<file path="src/hw/rtl/tftp_data_sender_unit_defines.svh">
// assertion macros for the tftp data sender rtl
`ifndef TFTP_DATA_SENDER_UNIT_DEFINES_SVH
`define TFTP_DATA_SENDER_UNIT_DEFINES_SVH

`ifndef NO_ASSERTIONS

// property that must hold at every clock edge out of reset
`define TDS_ASSERT_ALWAYS(lbl, cond) \
    lbl: assert property (@(posedge clk) disable iff (!rst_n) (cond)) \
        else $error("tds invariant violated");

// consequence that must hold in the cycle after the trigger
`define TDS_ASSERT_NEXT(lbl, trig, cons) \
    lbl: assert property (@(posedge clk) disable iff (!rst_n) (trig) |=> (cons)) \
        else $error("tds sequence violated");

`else

`define TDS_ASSERT_ALWAYS(lbl, cond)
`define TDS_ASSERT_NEXT(lbl, trig, cons)

`endif

`endif

</file>
<file path="src/hw/rtl/tds_pkg.sv">
// types and constants of the tftp data sender
`timescale 1ns / 1ps

package tds_pkg;

    // request actions
    localparam logic [1:0] ACT_START   = 2'd0;
    localparam logic [1:0] ACT_LOADED  = 2'd1;
    localparam logic [1:0] ACT_REPLY   = 2'd2;
    localparam logic [1:0] ACT_TIMEOUT = 2'd3;

    // transfer phases
    localparam logic [1:0] PH_IDLE = 2'd0;
    localparam logic [1:0] PH_LOAD = 2'd1;
    localparam logic [1:0] PH_WAIT = 2'd2;

    // result kinds
    localparam logic [1:0] KIND_DATA  = 2'd0;
    localparam logic [1:0] KIND_FETCH = 2'd1;
    localparam logic [1:0] KIND_ERROR = 2'd2;
    localparam logic [1:0] KIND_DONE  = 2'd3;

    // error codes
    localparam logic ERR_RETRIES   = 1'b0;
    localparam logic ERR_NOT_FOUND = 1'b1;

    // protocol constants
    localparam logic [7:0]  OP_ACK        = 8'd4;
    localparam logic [9:0]  MIN_REPLY_LEN = 10'd4;
    localparam logic [9:0]  BLOCK_SIZE    = 10'd512;
    localparam logic [15:0] LAST_BLOCK    = 16'hFFFF;
    localparam logic [15:0] FIRST_BLOCK   = 16'd1;
    localparam logic [3:0]  RETRY_RESET   = 4'd5;

    // register map
    localparam logic REG_RETRY_LIMIT = 1'b0;

    typedef struct packed {
        logic [1:0]  action;
        logic        file_found;
        logic [9:0]  block_bytes;
        logic [7:0]  reply_opcode;
        logic [15:0] reply_block;
        logic [9:0]  reply_length;
    } tds_item_t;

    typedef struct packed {
        logic [1:0]  phase;
        logic [15:0] current_block;
        logic [3:0]  sends_done;
        logic [9:0]  held_length;
    } tds_state_t;

    typedef struct packed {
        logic        valid;
        logic [1:0]  kind;
        logic [15:0] block_number;
        logic [9:0]  payload_bytes;
        logic        error_code;
    } tds_result_t;

endpackage

</file>
<file path="src/hw/rtl/tds_step.sv">
// per-request decision logic: next transfer state and optional result
`timescale 1ns / 1ps

module tds_step
(
    input  tds_pkg::tds_item_t   item,
    input  tds_pkg::tds_state_t  state,
    input  logic [3:0]           retry_limit,
    output tds_pkg::tds_state_t  state_next,
    output tds_pkg::tds_result_t result
);
    import tds_pkg::*;

    logic        ack_ok;
    logic        retry_exhausted;
    logic [9:0]  sat_bytes;
    logic [15:0] block_inc;

    // reply checks and helpers
    assign ack_ok = (item.reply_length >= MIN_REPLY_LEN) && (item.reply_opcode == OP_ACK)
                    && (item.reply_block == state.current_block);
    assign retry_exhausted = (state.sends_done >= retry_limit);
    assign sat_bytes = (item.block_bytes > BLOCK_SIZE) ? BLOCK_SIZE : item.block_bytes;
    assign block_inc = (state.current_block == LAST_BLOCK) ? FIRST_BLOCK
                                                           : state.current_block + 16'd1;

    // transfer decision
    always_comb
    begin
        state_next           = state;
        result.valid         = 1'b0;
        result.kind          = KIND_DATA;
        result.block_number  = 16'd0;
        result.payload_bytes = 10'd0;
        result.error_code    = ERR_RETRIES;

        case (item.action)
            ACT_START:
            begin
                if (state.phase == PH_IDLE)
                begin
                    result.valid = 1'b1;
                    if (!item.file_found)
                    begin
                        result.kind       = KIND_ERROR;
                        result.error_code = ERR_NOT_FOUND;
                    end
                    else
                    begin
                        state_next.current_block = FIRST_BLOCK;
                        state_next.sends_done    = 4'd0;
                        state_next.held_length   = 10'd0;
                        state_next.phase         = PH_LOAD;
                        result.kind              = KIND_FETCH;
                        result.block_number      = FIRST_BLOCK;
                    end
                end
            end
            ACT_LOADED:
            begin
                if (state.phase == PH_LOAD)
                begin
                    state_next.held_length = sat_bytes;
                    state_next.sends_done  = 4'd1;
                    state_next.phase       = PH_WAIT;
                    result.valid           = 1'b1;
                    result.kind            = KIND_DATA;
                    result.block_number    = state.current_block;
                    result.payload_bytes   = sat_bytes;
                end
            end
            ACT_REPLY, ACT_TIMEOUT:
            begin
                if (state.phase == PH_WAIT)
                begin
                    result.valid = 1'b1;
                    if ((item.action == ACT_REPLY) && ack_ok)
                    begin
                        if (state.held_length < BLOCK_SIZE)
                        begin
                            // short block acknowledged: transfer done
                            state_next.phase    = PH_IDLE;
                            result.kind         = KIND_DONE;
                            result.block_number = state.current_block;
                        end
                        else
                        begin
                            state_next.current_block = block_inc;
                            state_next.sends_done    = 4'd0;
                            state_next.phase         = PH_LOAD;
                            result.kind              = KIND_FETCH;
                            result.block_number      = block_inc;
                        end
                    end
                    else if (retry_exhausted)
                    begin
                        state_next.phase  = PH_IDLE;
                        result.kind       = KIND_ERROR;
                        result.error_code = ERR_RETRIES;
                    end
                    else
                    begin
                        // resend the held block
                        state_next.sends_done = state.sends_done + 4'd1;
                        result.kind           = KIND_DATA;
                        result.block_number   = state.current_block;
                        result.payload_bytes  = state.held_length;
                    end
                end
            end
            default:
            begin
                state_next = state;
            end
        endcase
    end

endmodule

</file>
<file path="src/hw/rtl/tftp_data_sender_unit.sv">
// tftp data sender top level: request register, decision step, result register
// a request taken into the request register has its result loaded into the result register when that is free or drains
// throughput: one request per cycle; stall from the result side holds the request register
// a request that causes no result only updates the transfer state
// reset (rst_n low, asynchronous): phase idle, block 1, no sends, retry limit 5
`timescale 1ns / 1ps
`include "tftp_data_sender_unit_defines.svh"

module tftp_data_sender_unit
(
    input  logic        clk,
    input  logic        rst_n,
    // request channel
    input  logic        in_valid,
    output logic        in_stall,
    input  logic [1:0]  action,
    input  logic        file_found,
    input  logic [9:0]  block_bytes,
    input  logic [7:0]  reply_opcode,
    input  logic [15:0] reply_block,
    input  logic [9:0]  reply_length,
    // result channel
    output logic        out_valid,
    input  logic        out_stall,
    output logic [1:0]  result_kind,
    output logic [15:0] block_number,
    output logic [9:0]  payload_bytes,
    output logic        error_code,
    // configuration port
    input  logic        psel,
    input  logic        penable,
    input  logic        pwrite,
    input  logic        paddr,
    input  logic [31:0] pwdata,
    output logic [31:0] prdata,
    output logic        pready
);
    import tds_pkg::*;

    logic        in_valid_reg;
    tds_item_t   item_reg;
    tds_state_t  state_reg;
    tds_state_t  state_next;
    tds_result_t step_result;
    logic        out_valid_reg;
    tds_result_t result_reg;
    logic [3:0]  retry_limit_reg;
    logic        advance;
    logic        cfg_write;

    // configuration register
    assign pready    = 1'b1;
    assign cfg_write = psel && penable && pwrite && (paddr == REG_RETRY_LIMIT);
    assign prdata    = (paddr == REG_RETRY_LIMIT) ? {28'd0, retry_limit_reg} : 32'd0;

    always_ff @(posedge clk or negedge rst_n)
    begin
        if (!rst_n)
            retry_limit_reg <= RETRY_RESET;
        else if (cfg_write)
            retry_limit_reg <= pwdata[3:0];
    end

    // request register moves on when the result register is free or drains
    assign advance  = !out_valid_reg || !out_stall;
    assign in_stall = in_valid_reg && !advance;

    always_ff @(posedge clk or negedge rst_n)
    begin
        if (!rst_n)
            in_valid_reg <= 1'b0;
        else if (!in_stall)
            in_valid_reg <= in_valid;
    end

    always_ff @(posedge clk)
    begin
        if (in_valid && !in_stall)
            item_reg <= '{action, file_found, block_bytes, reply_opcode, reply_block,
                          reply_length};
    end

    // decision logic
    tds_step u_step
    (
        .item        (item_reg),
        .state       (state_reg),
        .retry_limit (retry_limit_reg),
        .state_next  (state_next),
        .result      (step_result)
    );

    // transfer state
    always_ff @(posedge clk or negedge rst_n)
    begin
        if (!rst_n)
        begin
            state_reg.phase         <= PH_IDLE;
            state_reg.current_block <= FIRST_BLOCK;
            state_reg.sends_done    <= 4'd0;
            state_reg.held_length   <= 10'd0;
        end
        else if (in_valid_reg && advance)
        begin
            state_reg <= state_next;
        end
    end

    // result register
    always_ff @(posedge clk or negedge rst_n)
    begin
        if (!rst_n)
            out_valid_reg <= 1'b0;
        else if (advance)
            out_valid_reg <= in_valid_reg && step_result.valid;
    end

    always_ff @(posedge clk)
    begin
        if (advance && in_valid_reg && step_result.valid)
            result_reg <= step_result;
    end

    assign out_valid     = out_valid_reg;
    assign result_kind   = result_reg.kind;
    assign block_number  = result_reg.block_number;
    assign payload_bytes = result_reg.payload_bytes;
    assign error_code    = result_reg.error_code;

    // checks
    `TDS_ASSERT_ALWAYS(a_block_nonzero, state_reg.current_block != 16'd0)
    `TDS_ASSERT_ALWAYS(a_wait_has_send,
        (state_reg.phase != PH_WAIT) || (state_reg.sends_done != 4'd0))
    `TDS_ASSERT_ALWAYS(a_length_bound, state_reg.held_length <= BLOCK_SIZE)
    `TDS_ASSERT_NEXT(a_done_to_idle,
        in_valid_reg && advance && step_result.valid && (step_result.kind == KIND_DONE),
        state_reg.phase == PH_IDLE)

endmodule

</file>
<file path="config.mk">
export PLATFORM = sky130hd
export DESIGN_NAME = tftp_data_sender_unit
export DESIGN_NICKNAME = d
export VERILOG_FILES = /design/src/hw/rtl/tds_pkg.sv /design/src/hw/rtl/tds_step.sv /design/src/hw/rtl/tftp_data_sender_unit.sv
export VERILOG_INCLUDE_DIRS = /design/src /design/src/hw/rtl
export SDC_FILE = /design/constraint.sdc
export NUM_CORES = 1
export LEC_CHECK = 0
export BUFFER_PORTS_ARGS = -buffer_cell sky130_fd_sc_hd__buf_2
export CAP_MARGIN = 20
export CORE_MARGIN = 10
export CORE_UTILIZATION = 52
export DETAILED_ROUTE_END_ITERATION = 10
export GPL_TIMING_DRIVEN = 0
export PLACE_DENSITY = 0.85
export SLEW_MARGIN = 30
export SYNTH_ARGS = -nofsm -noshare
export SYNTH_HDL_FRONTEND = slang
export SYNTH_SLANG_ARGS = --single-unit
</file>
<file path="constraint.sdc">
create_clock -name clk -period 3 [get_ports clk]
set_clock_uncertainty 0.05 [all_clocks]
set_input_delay 0.3 -clock clk [delete_from_list [all_inputs] [get_ports clk]]
set_output_delay 0.3 -clock clk [all_outputs]
set_load 0.02 [all_outputs]
</file>
* Word level (Yosys, flattened, before mapping) *
Cells that the tools add are included.

word-level totals
  bits in registers = 114
  output and inout bits = 64

cells by class
  add/subtract/negate cells = 2
  magnitude comparators = 4
  eq/ne operators = 17
  muxes and demuxes = 34
  bitwise gates (word level) = 1
  reductions and logical operators = 25

operators by type and width
  cell                                                                    count
  32-bit two-way mux                                                      2
  19-bit one-hot mux with 3 select lines                                  1
  10-bit one-hot mux with 2 select lines                                  2
  18-bit two-way mux                                                      2
  16-bit two-way mux                                                      2
  16-bit one-hot mux with 2 select lines                                  1
  30-bit two-way mux                                                      1
  29-bit two-way mux                                                      1
  26-bit two-way mux                                                      1
  22-bit two-way mux                                                      1
  20-bit two-way mux                                                      1
  19-bit two-way mux                                                      1
  16-bit by 1-bit adder with 16-bit output, second input constant         1
  16-bit equality test                                                    1
  16-bit equality test, second input constant                             1
  14-bit two-way mux                                                      1
  7-bit AND reduction                                                     2
  4-bit two-way mux                                                       3
  4-bit one-hot mux with 3 select lines                                   1
  1-bit logical AND                                                       11
  11-bit two-way mux                                                      1
  10-bit by 3-bit >= comparator with 1-bit output, second input constant  1
  10-bit > comparator, second input constant                              1
  10-bit < comparator, second input constant                              1
  other kinds (22)                                                        42

* Longest topological paths before layout *
Gate-level depths: netlist of the first run.

  depth after elaboration = 8
  depth in mapped cells = 10
  depth with buffers taken out = 9

* Cells and area by module *
A second synthesis of the first run with hierarchy kept.

unflattened totals
  cells, all modules = 501
  area, all modules = 5898.2 um^2

modules (own cells, without submodules)
  module                 instances  cells an instance  area each (um^2)  sequential area each (um^2)
  tftp_data_sender_unit  1          198                3998.8            3236.9
  tds_step               1          303                1899.3            0.0

* Worst setup path before layout of the first run *
Ideal clock, no wire load.

  path type = reg2reg
  start point = register state_reg[30] (netlist bit)
  end point = register result_reg (netlist bit block_number[0]), enable pin
  library setup time = 0.415 ns
  data arrival time = 2.170 ns
  required time = 2.535 ns
  setup slack = 0.365 ns
  stages on the path, launching flop included = 5
  buffers on the path = 1
  clock period less this slack = 2.635 ns
  cell sequence = dfrtp_1 clkbuf_1 nor2_1 a21oi_1 nor2_1

on the way
  cells in the longest elaborated chain, start to end = 4

RTL lines
  item                                         line                          RTL
  from (decl)                                  tftp_data_sender_unit.sv:42   tds_state_t state_reg;
  from (signal assigned)                       tftp_data_sender_unit.sv:105  state_reg <= state_next;
  2-bit equality test (tied with other cells)  tds_step.sv:74                if (state.phase == PH_WAIT)
  30-bit two-way mux (tied with other cells)   tds_step.sv:74
  19-bit one-hot mux with 3 select lines (*)   tds_step.sv:37                case (item.action)
  1-bit logical AND (*)                        tftp_data_sender_unit.sv:120  if (advance && in_valid_reg && step_result.valid)
  to (signal assigned)                         tftp_data_sender_unit.sv:121  result_reg <= step_result;
  to (decl)                                    tftp_data_sender_unit.sv:46   tds_result_t result_reg;

Mark *: on every way between the ends. The rest lies on a longest branch, timed or not.
A chain may end at the register's enable or synchronous reset.

==> run_results.csv, run 1 <==
group,metric,value,unit
grt,grt_pass1_wl,19.5,mm
drt,viasPerCell,5.38,
power_and_ir_drop,powerDensity,605,nW/um^2
synthesis,netlist_instances,470,
timing,hold_viol_final,0,
timing,period_minus_slack,2.68,ns
drt,drt_iter0_markers,282,
critical_path,critPathMaxFanout,10,
floorplanning,core-area,10200,um^2
drt,dr.pass1.iters,5,
floorplanning,io_pins,151,
clocking,clock_latency,0.37,ns
synthesis,avgSynthCellArea,11.4,um^2
floorplanning,dieWidth,122,um
clocking,htreeDepth,3,
finish,largest_reg_flops,45,
critical_path,path_common_cell,"nand2b_1",
clocking,cts_inserted_buffers,9,
finish,drive_gt1_share,26.9,%
timing,rsz0062_at_grt,"false",
timing,max_freq,374,MHz
critical_path,cp_slowest_cell,"clkbuf_1",
grt,antenna_found_initial,0,
critical_path,path_delay_family,"compound AO/OA/AOI/OAI gates",
synthesis,async_flop_share,33.9,%
power_and_ir_drop,peakVddDrop,378,uV
synthesis,synth_edf_count,74,
synthesis,synthesis.area,5370,um^2
timing,tightest_slew,0.686,ns
critical_path,critPathBufInv,2,
synthesis,synth_cell_type_count,61,
critical_path,critPathKind,"reg -> reg",
run_status,status,"finished, final reports clean",
place,dp_hpwl,9.30,mm
finish,nets,695,
drt,ant_nets,0,
timing,fin_crit_sh,89.2,%
synthesis,seq_area_frac_synth,59.2,%
clocking,cts_buffer_depth,2,
clocking,post_cts_buffers,0,
flow_run,cap_violations,0,
drt,drc,0,
synthesis,synth_ff_type,"edfxtp_1",
critical_path,worst_path_largest_cell_delay,0.44,ns
grt,grt.total_usage,16.4,%
grt,grt_pass1_vias,3962,
place,io_buffers,91,
clocking,clock-sinks,112,
min_path,min_path_type,"in -> reg",
critical_path,crit_chain,"inv_1 > ha_1 > nand2b_1 > a21oi_1 > o21ai_0 > nand2b_1 > o21ai_1 > clkbuf_1 > nand2_1 > o311ai_1",
finish,n_antenna_cell,0,
floorplanning,start_util,52.7,%
floorplanning,row_count,37,
clocking,cts_root_buffer,"clkbuf_8",
critical_path,worstSetupEndpointType,"flip-flop",
clocking,clk_pin_slew,0.10,ns
floorplanning,fp.dieH,122,um
timing,slew_headroom,54.2,%
grt,grt_max_degree,39,
drt,drt-total-wl,12.3,mm
synthesis,ys_warn_count,0,
finish,layout_common_cells,"buf_2 (101), edfxtp_1 (74), nor2_1 (35), dfrtp_1 (35), nand2_1 (34)",
timing,slew_violations,0,
drt,routed-via-count,3995,
timing,finalSetupTns,0,ns
critical_path,cp.arrival,2.78,ns
finish,layout_commonest_cell,"buf_2",
floorplanning,dieArea,14800,um^2
timing,setup_viol,0,
clocking,cts_tree,"built",
critical_path,crit_required,3.11,ns
critical_path,cp-start-kind,"flip-flop",
finish,areaGrowthSynthToFinish,18.6,%
power_and_ir_drop,power.leakage,0.00264,uW
drt,wire_per_inst,16.5,um
place,place.gp.congestion,0.922,
power_and_ir_drop,finalPower,3860,uW
synthesis,ys_ff_latch,112,
grt,grt_overflow,0,
## cells by family (layout without fill, tap and decap cells)
logic type,Yosys count,in the layout,synth area share [%]
and+or+nand+nor,142,142,13.2
buffers and inverters,68,178,7.27
other,2,29,0.140
muxes,5,5,1.03
DFF,112,112,59.2
adders and majority gates,6,6,1.40
xor gates and xnor gates,17,17,2.77
AOI/OAI and AO/OA,118,118,15.0
## worst reg2reg max path, delay by kind of cell (launching register included)
| kind | cells | cell delay (ns) |
|---|---|---|
| compound gates | 4 | 0.75 |
| fa+ha+maj | 1 | 0.29 |
| simple gates | 3 | 0.45 |
| flops | 1 | 0.41 |
| buf+inv | 2 | 0.53 |
## metal layers
layer	GRT usage (%)	vias up	share of wire [%]
met4	6.78	0	1.7
met3	4.81	16	11
li1	-	1944	-
met1	20.9	1836	41
met5	0	-	0
met2	25.7	199	46
## power breakdown
| part | total [uW] | switching (uW) | internal [uW] |
|---|---|---|---|
| registers | 2010 | 114 | 1890 |
| clock network | 875 | 467 | 407 |
| logic | 974 | 629 | 345 |
| total | 3860 | 1210 | 2650 |
## area by class of cell
| cell class | instances | area, um^2 |
|---|---|---|
| clock buffer | 15 | 189 |
| multi-input combinational | 317 | 1910 |
| inverter | 10 | 37.5 |
| tap | 136 | 170 |
| sequential | 112 | 3180 |
| timing repair buffer | 94 | 523 |
| buffer | 58 | 353 |
| clock inverter | 1 | 8.76 |
| fill | 805 | 3810 |
## Yosys cell counts, drive strengths merged, types with 4 or more instances
| master | count | share of area [%] |
|---|---|---|
| edfxtp | 74 | 41 |
| o21ai | 42 | 4.0 |
| a21oi | 12 | 1.1 |
| nand2b | 4 | 0.47 |
| nor2 | 37 | 2.6 |
| nand3 | 15 | 1.4 |
| clkbuf | 16 | 1.1 |
| ha | 6 | 1.4 |
| buf | 42 | 5.4 |
| a22oi | 5 | 0.70 |
| mux2 | 4 | 0.84 |
| and3 | 6 | 0.70 |
| and2 | 8 | 0.93 |
| dfrtp | 35 | 16 |
| o31ai | 15 | 2.1 |
| nand2 | 35 | 2.5 |
| nor2b | 8 | 0.93 |
| o41ai | 4 | 0.79 |
| nand4 | 9 | 1.0 |
| nor4 | 6 | 0.70 |
| a22o | 18 | 2.9 |
| xnor2 | 14 | 2.3 |
| inv | 10 | 0.70 |
## timing repair
item	in CTS	in global routing
hold buffers	0	1
resized for setup	0	0
hold endpoints to repair	0	35
## metrics by stage
| stage | instance area (um^2) | cells | utilization, % | hold slack [ns] | setup slack (ns) |
|---|---|---|---|---|---|
| 3_5_place_dp | 6160 | 726 | 60.5 | 0.428 | 0.368 |
| 3_3_place_gp | 6100 | 724 | 59.9 | 0.413 | -0.363 |
| 2_1_floorplan | 5470 | 497 | - | -0.0456 | 0.365 |
| 5_1_grt | 6370 | 743 | 62.6 | 0.0332 | 0.0898 |
| 6_report | 6370 | 743 | 62.6 | 0.0534 | 0.324 |
| 4_1_cts | 6360 | 742 | 62.4 | 0.0354 | 0.322 |
## final timing paths
check	from	endpoint	slack, ns	depth (start not counted)
max	state_reg[10]	block_number[8]	0.32	10
max reg2reg	state_reg[10]	block_number[8]	0.32	10
max in group asynchronous	rst_n	state_reg[14]	2.10	2
min reg2reg	state_reg[8]	state_reg[8]	0.45	2
min in group asynchronous	rst_n	state_reg[27]	0.40	2
min	block_bytes[1]	item_reg[35]	0.05	1
(Power assumes the default switching activity.)
==> inputs of run 2 (changes only) <==
CELL_PAD_IN_SITES_DETAIL_PLACEMENT = 0   (was not set)
CELL_PAD_IN_SITES_GLOBAL_PLACEMENT = 1   (was not set)
CORE_UTILIZATION = 40   (was 52)
PLACE_DENSITY = 0.84   (was 0.85)
==> run_results.csv, run 2 (synthesized netlist as in run 1, its figures left out) <==
group,metric,value,unit
floorplanning,dieArea,18500,um^2
critical_path,cp-start-kind,"flip-flop",
place,io_buffers,91,
finish,register_area,3180,um^2
timing,tightest_slew,0.736,ns
place,dp_slack,0.325,ns
grt,antenna_found_initial,0,
power_and_ir_drop,power.leakage,0.00270,uW
timing,hold_viol_final,0,
floorplanning,row_count,42,
clocking,cts_buffer_depth,2,
critical_path,crit_required,3.10,ns
finish,drive_gt1_share,27.3,%
finish,layout_common_cells,"buf_2 (101), edfxtp_1 (74), nor2_1 (35), dfrtp_1 (35), nand2_1 (34)",
power_and_ir_drop,p_sw_share,30.5,%
flow_run,cap_violations,0,
power_and_ir_drop,intPower,2970,uW
timing,period_minus_slack,2.71,ns
power_and_ir_drop,seq_power_share,47.1,%
critical_path,crit_start,"state_reg[10]",
min_path,min_path_type,"in -> reg",
power_and_ir_drop,powerDensity,654,nW/um^2
floorplanning,io_pins,151,
clocking,clk_pin_slew,0.07,ns
drt,viasPerCell,5.14,
grt,grt_pass1_wl,21.0,mm
drt,ant_nets,0,
power_and_ir_drop,finalPower,4280,uW
floorplanning,fp.dieH,136,um
timing,fin_ws,0.289,ns
critical_path,cp_slowest_cell,"clkbuf_1",
finish,largest_reg_flops,45,
critical_path,critPathKind,"reg -> reg",
critical_path,cp.arrival,2.81,ns
place,place.gp.congestion,0.871,
grt,grt_pass1_vias,4046,
power_and_ir_drop,peakVddDrop,335,uV
run_status,status,"finished, final reports clean",
clocking,clock_latency,0.35,ns
min_path,hold_end,"item_reg[30]",
critical_path,worst_path_largest_cell_delay,0.44,ns
drt,routed-via-count,4021,
finish,n_antenna_cell,0,
finish,multi_input_area,1910,um^2
drt,drt_iter0_markers,282,
drt,wl_met1,6.05,mm
timing,rsz0062_at_grt,"false",
critical_path,crit_chain,"inv_1 > ha_1 > nand2b_1 > a21oi_1 > o21ai_0 > nand2b_1 > o21ai_1 > clkbuf_1 > o21ai_1 > o41ai_1",
clocking,clock-sinks,112,
power_and_ir_drop,combPwrFrac,23.0,%
clocking,cts_tree,"built",
critical_path,ff2ff_setup_slack,0.29,ns
timing,setup_viol,0,
timing,holdWs,0.0703,ns
clocking,cts_root_buffer,"clkbuf_16",
timing,fin_crit_sh,90.4,%
min_path,hold_start,"reply_opcode[4]",
finish,nets,695,
drt,drt-total-wl,13.2,mm
drt,wire_per_inst,16.8,um
place,dp_hpwl,9.91,mm
power_and_ir_drop,p_sw,1300,uW
critical_path,r2r-start,"state_reg[10]",
floorplanning,start_util,40.7,%
timing,slew_headroom,50.9,%
grt,grt_overflow,0,
critical_path,worstRegToRegCells,10,
floorplanning,dieWidth,136,um
grt,grt.total_usage,14.2,%
drt,dr.pass1.iters,5,
timing,finalSetupTns,0,ns
critical_path,worstSetupEndpointType,"flip-flop",
finish,areaGrowthSynthToFinish,21.7,%
clocking,htreeDepth,3,
drt,top_layer,"met4",
power_and_ir_drop,p_clk_share,30.0,%
critical_path,critPathMaxFanout,10,
min_path,hold_path_depth,1,
drt,wl_met3,973,um
floorplanning,core-area,13200,um^2
finish,num-fill-cells,1239,
timing,max_freq,369,MHz
grt,grt_max_degree,39,
timing,slew_violations,0,
drt,met2_wirelength,5.99,mm
critical_path,reg2reg_to,"block_number[14]",
finish,layout_commonest_cell,"buf_2",
finish,final_util,49.6,%
clocking,cts_inserted_buffers,9,
drt,drc,0,
run 2: cell types whose count changed in the layout (fill, tap and decap cells not counted), sizes merged:
cell / delta
clkbuf: -6
clkinv: +3
inv: +1
bufinv: +2
run 2: metal layers:
metal  up-vias  GRT usage, %
met3        11          3.58
met1      1915          19.2
li1       1940             -
met4         0          4.50
met5         -             0
met2       155          21.9
run 2: final cells by class:
| class | count | share of cell area (%) |
|---|---|---|
| Sequential cell | 112 | 48.6 |
| Tap cell | 176 | 3.37 |
| Clock buffer | 9 | 3.45 |
| Multi-Input combinational cell | 317 | 29.3 |
| Buffer | 58 | 5.40 |
| Clock inverter | 7 | 1.45 |
| Timing Repair Buffer | 94 | 7.89 |
| Inverter | 10 | 0.574 |
run 2: worst max-delay path by stage:
| stage | to | depth (start not counted) | slack [ns] |
|---|---|---|---|
| 6_report | block_number[14] | 10 | 0.29 |
| 5_1_grt | block_number[14] | 10 | 0.005 |
| 4_1_cts | block_number[8] | 10 | 0.28 |
| 3_5_place_dp | block_number[14] | 10 | 0.33 |
| 3_3_place_gp | block_number[1] | 4 | -0.47 |
| 2_1_floorplan | block_number[0] | 4 | 0.36 |
run 2: stage by stage:
stage / area, um^2 / cells
floorplan: 5470 / 497
global placement: 6150 / 764
detailed placement: 6200 / 766
CTS: 6520 / 782
global route: 6540 / 783
finish: 6540 / 783
run 2: power by group through the flow:
stage               Clock [uW]  Combinational, uW  Sequential (uW)
global placement             0                922             2040
detailed placement           0                977             2050
finish                    1280                981             2010
global route              1370               1080             2040
floorplan                    0                557             2110
CTS                       1310                981             2010
run 2: timing repair:
| item | 4_1_cts | 5_1_grt |
|---|---|---|
| hold buffers | 0 | 1 |
| setup buffers | 0 | 0 |
| gates resized for setup | 0 | 0 |
| endpoints found under the hold margin | 0 | 35 |
run 2: worst max-delay path: cells and delay by family (launching register included):
family	cells	cell delay, ns
compound gates	5	0.90
buf+inv	2	0.53
flops	1	0.40
simple gates	2	0.34
fa+ha+maj	1	0.29
==> inputs of run 3 (changes only) <==
ABC_AREA = 1   (was not set)
CAP_MARGIN = not set   (was 20)
PLACE_DENSITY = 0.86   (was 0.84)
==> run_results.csv, run 3 <==
group,metric,value,unit
finish,n_antenna_cell,0,
power_and_ir_drop,p_sw_share,32.0,%
synthesis,synth_cell_type_count,41,
synthesis,yosysTopAreaCell,"edfxtp_1",
timing,setup_viol,0,
floorplanning,fp.dieH,145,um
grt,antenna_found_initial,0,
clocking,cts_tree,"built",
drt,wire_per_inst,14.9,um
finish,multi_input_area,2460,um^2
flow_run,cap_violations,0,
synthesis,ys_top_cells_by_area,"edfxtp_1 (35%), dfrtp_1 (14%), nand2_1 (13%)",
timing,finalSetupTns,0,ns
grt,grt_pass1_vias,4913,
timing,hold_viol_final,0,
critical_path,cp-start-kind,"flip-flop",
floorplanning,row_count,45,
power_and_ir_drop,p_clk_share,29.3,%
synthesis,ys_ff_latch,112,
clocking,clk_pin_slew,0.08,ns
clocking,htreeDepth,3,
finish,layout_commonest_cell,"nand2_1",
finish,nets,964,
synthesis,synth_ff_type,"edfxtp_1",
drt,viasPerCell,4.70,
critical_path,critPathMaxFanout,19,
timing,fin_ws,0.575,ns
timing,slew_violations,0,
critical_path,cp.arrival,2.44,ns
floorplanning,core-area,15300,um^2
place,io_buffers,91,
power_and_ir_drop,seq_power_share,45.2,%
drt,ant_nets,0,
finish,drive_gt1_share,26.7,%
critical_path,crit_required,3.02,ns
power_and_ir_drop,power.leakage,0.00350,uW
synthesis,netlist_instances,739,
floorplanning,dieWidth,145,um
floorplanning,io_pins,151,
timing,rsz0062_at_grt,"false",
run_status,status,"finished, final reports clean",
synthesis,ys_warn_count,0,
timing,holdWs,0.0534,ns
timing,period_minus_slack,2.43,ns
finish,register_area,3180,um^2
clocking,cts_root_buffer,"clkbuf_16",
drt,drt-total-wl,16.2,mm
finish,layout_common_cells,"nand2_1 (219), buf_2 (95), nor2_1 (76)",
drt,drc,0,
timing,max_freq,412,MHz
finish,largest_reg_flops,45,
timing,slew_headroom,64.4,%
critical_path,worstSetupEndpointType,"flip-flop",
clocking,clock-sinks,112,
clocking,clock_latency,0.36,ns
finish,areaGrowthSynthToFinish,19.3,%
power_and_ir_drop,peakVddDrop,378,uV
timing,fin_crit_sh,80.8,%
grt,grt_pass1_wl,26.2,mm
synthesis,synth_top_area_share,35.5,%
grt,grt_max_degree,39,
clocking,post_cts_buffers,0,
place,place.gp.congestion,0.885,
grt,grt.total_usage,15.2,%
power_and_ir_drop,intPower,2990,uW
critical_path,critPathKind,"reg -> reg",
min_path,min_path_type,"in -> reg",
clocking,cts_buffer_depth,2,
place,dp_hpwl,12.5,mm
synthesis,avgSynthCellArea,8.48,um^2
drt,drt_iter0_markers,380,
synthesis,synthesis.area,6270,um^2
synthesis,yosysMostFrequentCell,"nand2_1",
power_and_ir_drop,combPwrFrac,25.5,%
drt,routed-via-count,5104,
power_and_ir_drop,powerDensity,588,nW/um^2
timing,tightest_slew,0.534,ns
finish,num-fill-cells,1487,
floorplanning,dieArea,21100,um^2
place,dp_slack,0.607,ns
synthesis,synth_edf_count,74,
synthesis,seq_area_frac_synth,50.7,%
floorplanning,start_util,41.1,%
synthesis,async_flop_share,33.9,%
synthesis,synth_commonest_cells,"nand2_1 (219), nor2_1 (77), edfxtp_1 (74)",
drt,dr.pass1.iters,5,
power_and_ir_drop,p_sw,1410,uW
grt,grt_overflow,0,
clocking,cts_inserted_buffers,9,
finish,final_util,49.0,%
==> run 3: cell count changes in the layout (fill, tap and decap cells not counted), moves of 15 or more <==
cell / change
nand2_1: +185
inv_1: +55
nor2_1: +41
nand3_1: +33
o21ai_1: -29
inv_2: +20
a22o_1: -18
o22ai_1: +18
o21ai_2: +15
o31ai_1: -15
==> run 3: cell type report <==
type	instances	share of cell area, %
buffer	55	5.41
timing repair buffer	94	6.90
clock inverter	7	1.27
multi-input combinational	512	33.0
tap	211	3.53
clock buffer	9	3.01
inverter	87	4.42
sequential	112	42.5
==> run 3: power by group through the flow <==
| stage | Combinational, uW | Sequential, uW | Clock (uW) |
|---|---|---|---|
| floorplan | 707 | 2070 | 0 |
| global placement | 1070 | 2020 | 0 |
| detailed placement | 1110 | 2020 | 0 |
| CTS | 1120 | 1990 | 1320 |
| global route | 1260 | 2010 | 1390 |
| finish | 1120 | 1990 | 1290 |
==> run 3: worst paths after layout <==
path,from,slack (ns),to,cells past startpoint
setup / recovery,item_reg[46],0.57,block_number[4],8
hold / removal,reply_block[11],0.05,item_reg[21],1
setup reg to reg,item_reg[46],0.57,block_number[4],8
hold reg to reg,retry_limit_reg[0],0.46,retry_limit_reg[0],2
max in group asynchronous,rst_n,2.11,retry_limit_reg[2],2
min in group asynchronous,rst_n,0.41,state_reg[21],2
==> run 3: cell families after synthesis <==
| kind of cell | Yosys count | synth area share [%] |
|---|---|---|
| XOR/XNOR | 9 | 1.26 |
| flip-flops | 112 | 50.7 |
| other | 2 | 0.120 |
| adder cells (fa/ha/maj) | 6 | 1.20 |
| AO/OA/AOI/OAI | 71 | 7.67 |
| buffers and inverters | 142 | 11.7 |
| AND/OR/NAND/NOR | 397 | 27.4 |
==> run 3: metal layers <==
layer | vias up | GRT usage (%) | part of all wire, %
li1 | 2613 | - | -
met1 | 2274 | 20.2 | 46
met2 | 194 | 23.4 | 44
met3 | 23 | 4.16 | 7.5
met4 | 0 | 5.11 | 2.0
met5 | - | 0 | 0
==> run 3: critical path, cell delays in order, from the launching register on <==
cell and delay [ns]:
edfxtp_1 0.35, buf_4 0.19, nor2_1 0.31, inv_2 0.10, nor2_1 0.16, nor3_1 0.09
or2_2 0.32, nor2_4 0.34, buf_16 0.21
==> run 3: stage by stage <==
step / area, um^2 / total power, uW / cells
after floorplan: 6370 / 2780 / 766
after global routing: 7480 / 4660 / 1087
after CTS: 7460 / 4420 / 1086
after detailed placement: 7140 / 3130 / 1070
after global placement: 7090 / 3090 / 1068
final: 7480 / 4400 / 1087
==> run 3: timing repair <==
action / CTS / global route
endpoints found under the hold margin: 0 / 35
resized for setup: 0 / 0
hold buffers: 0 / 1
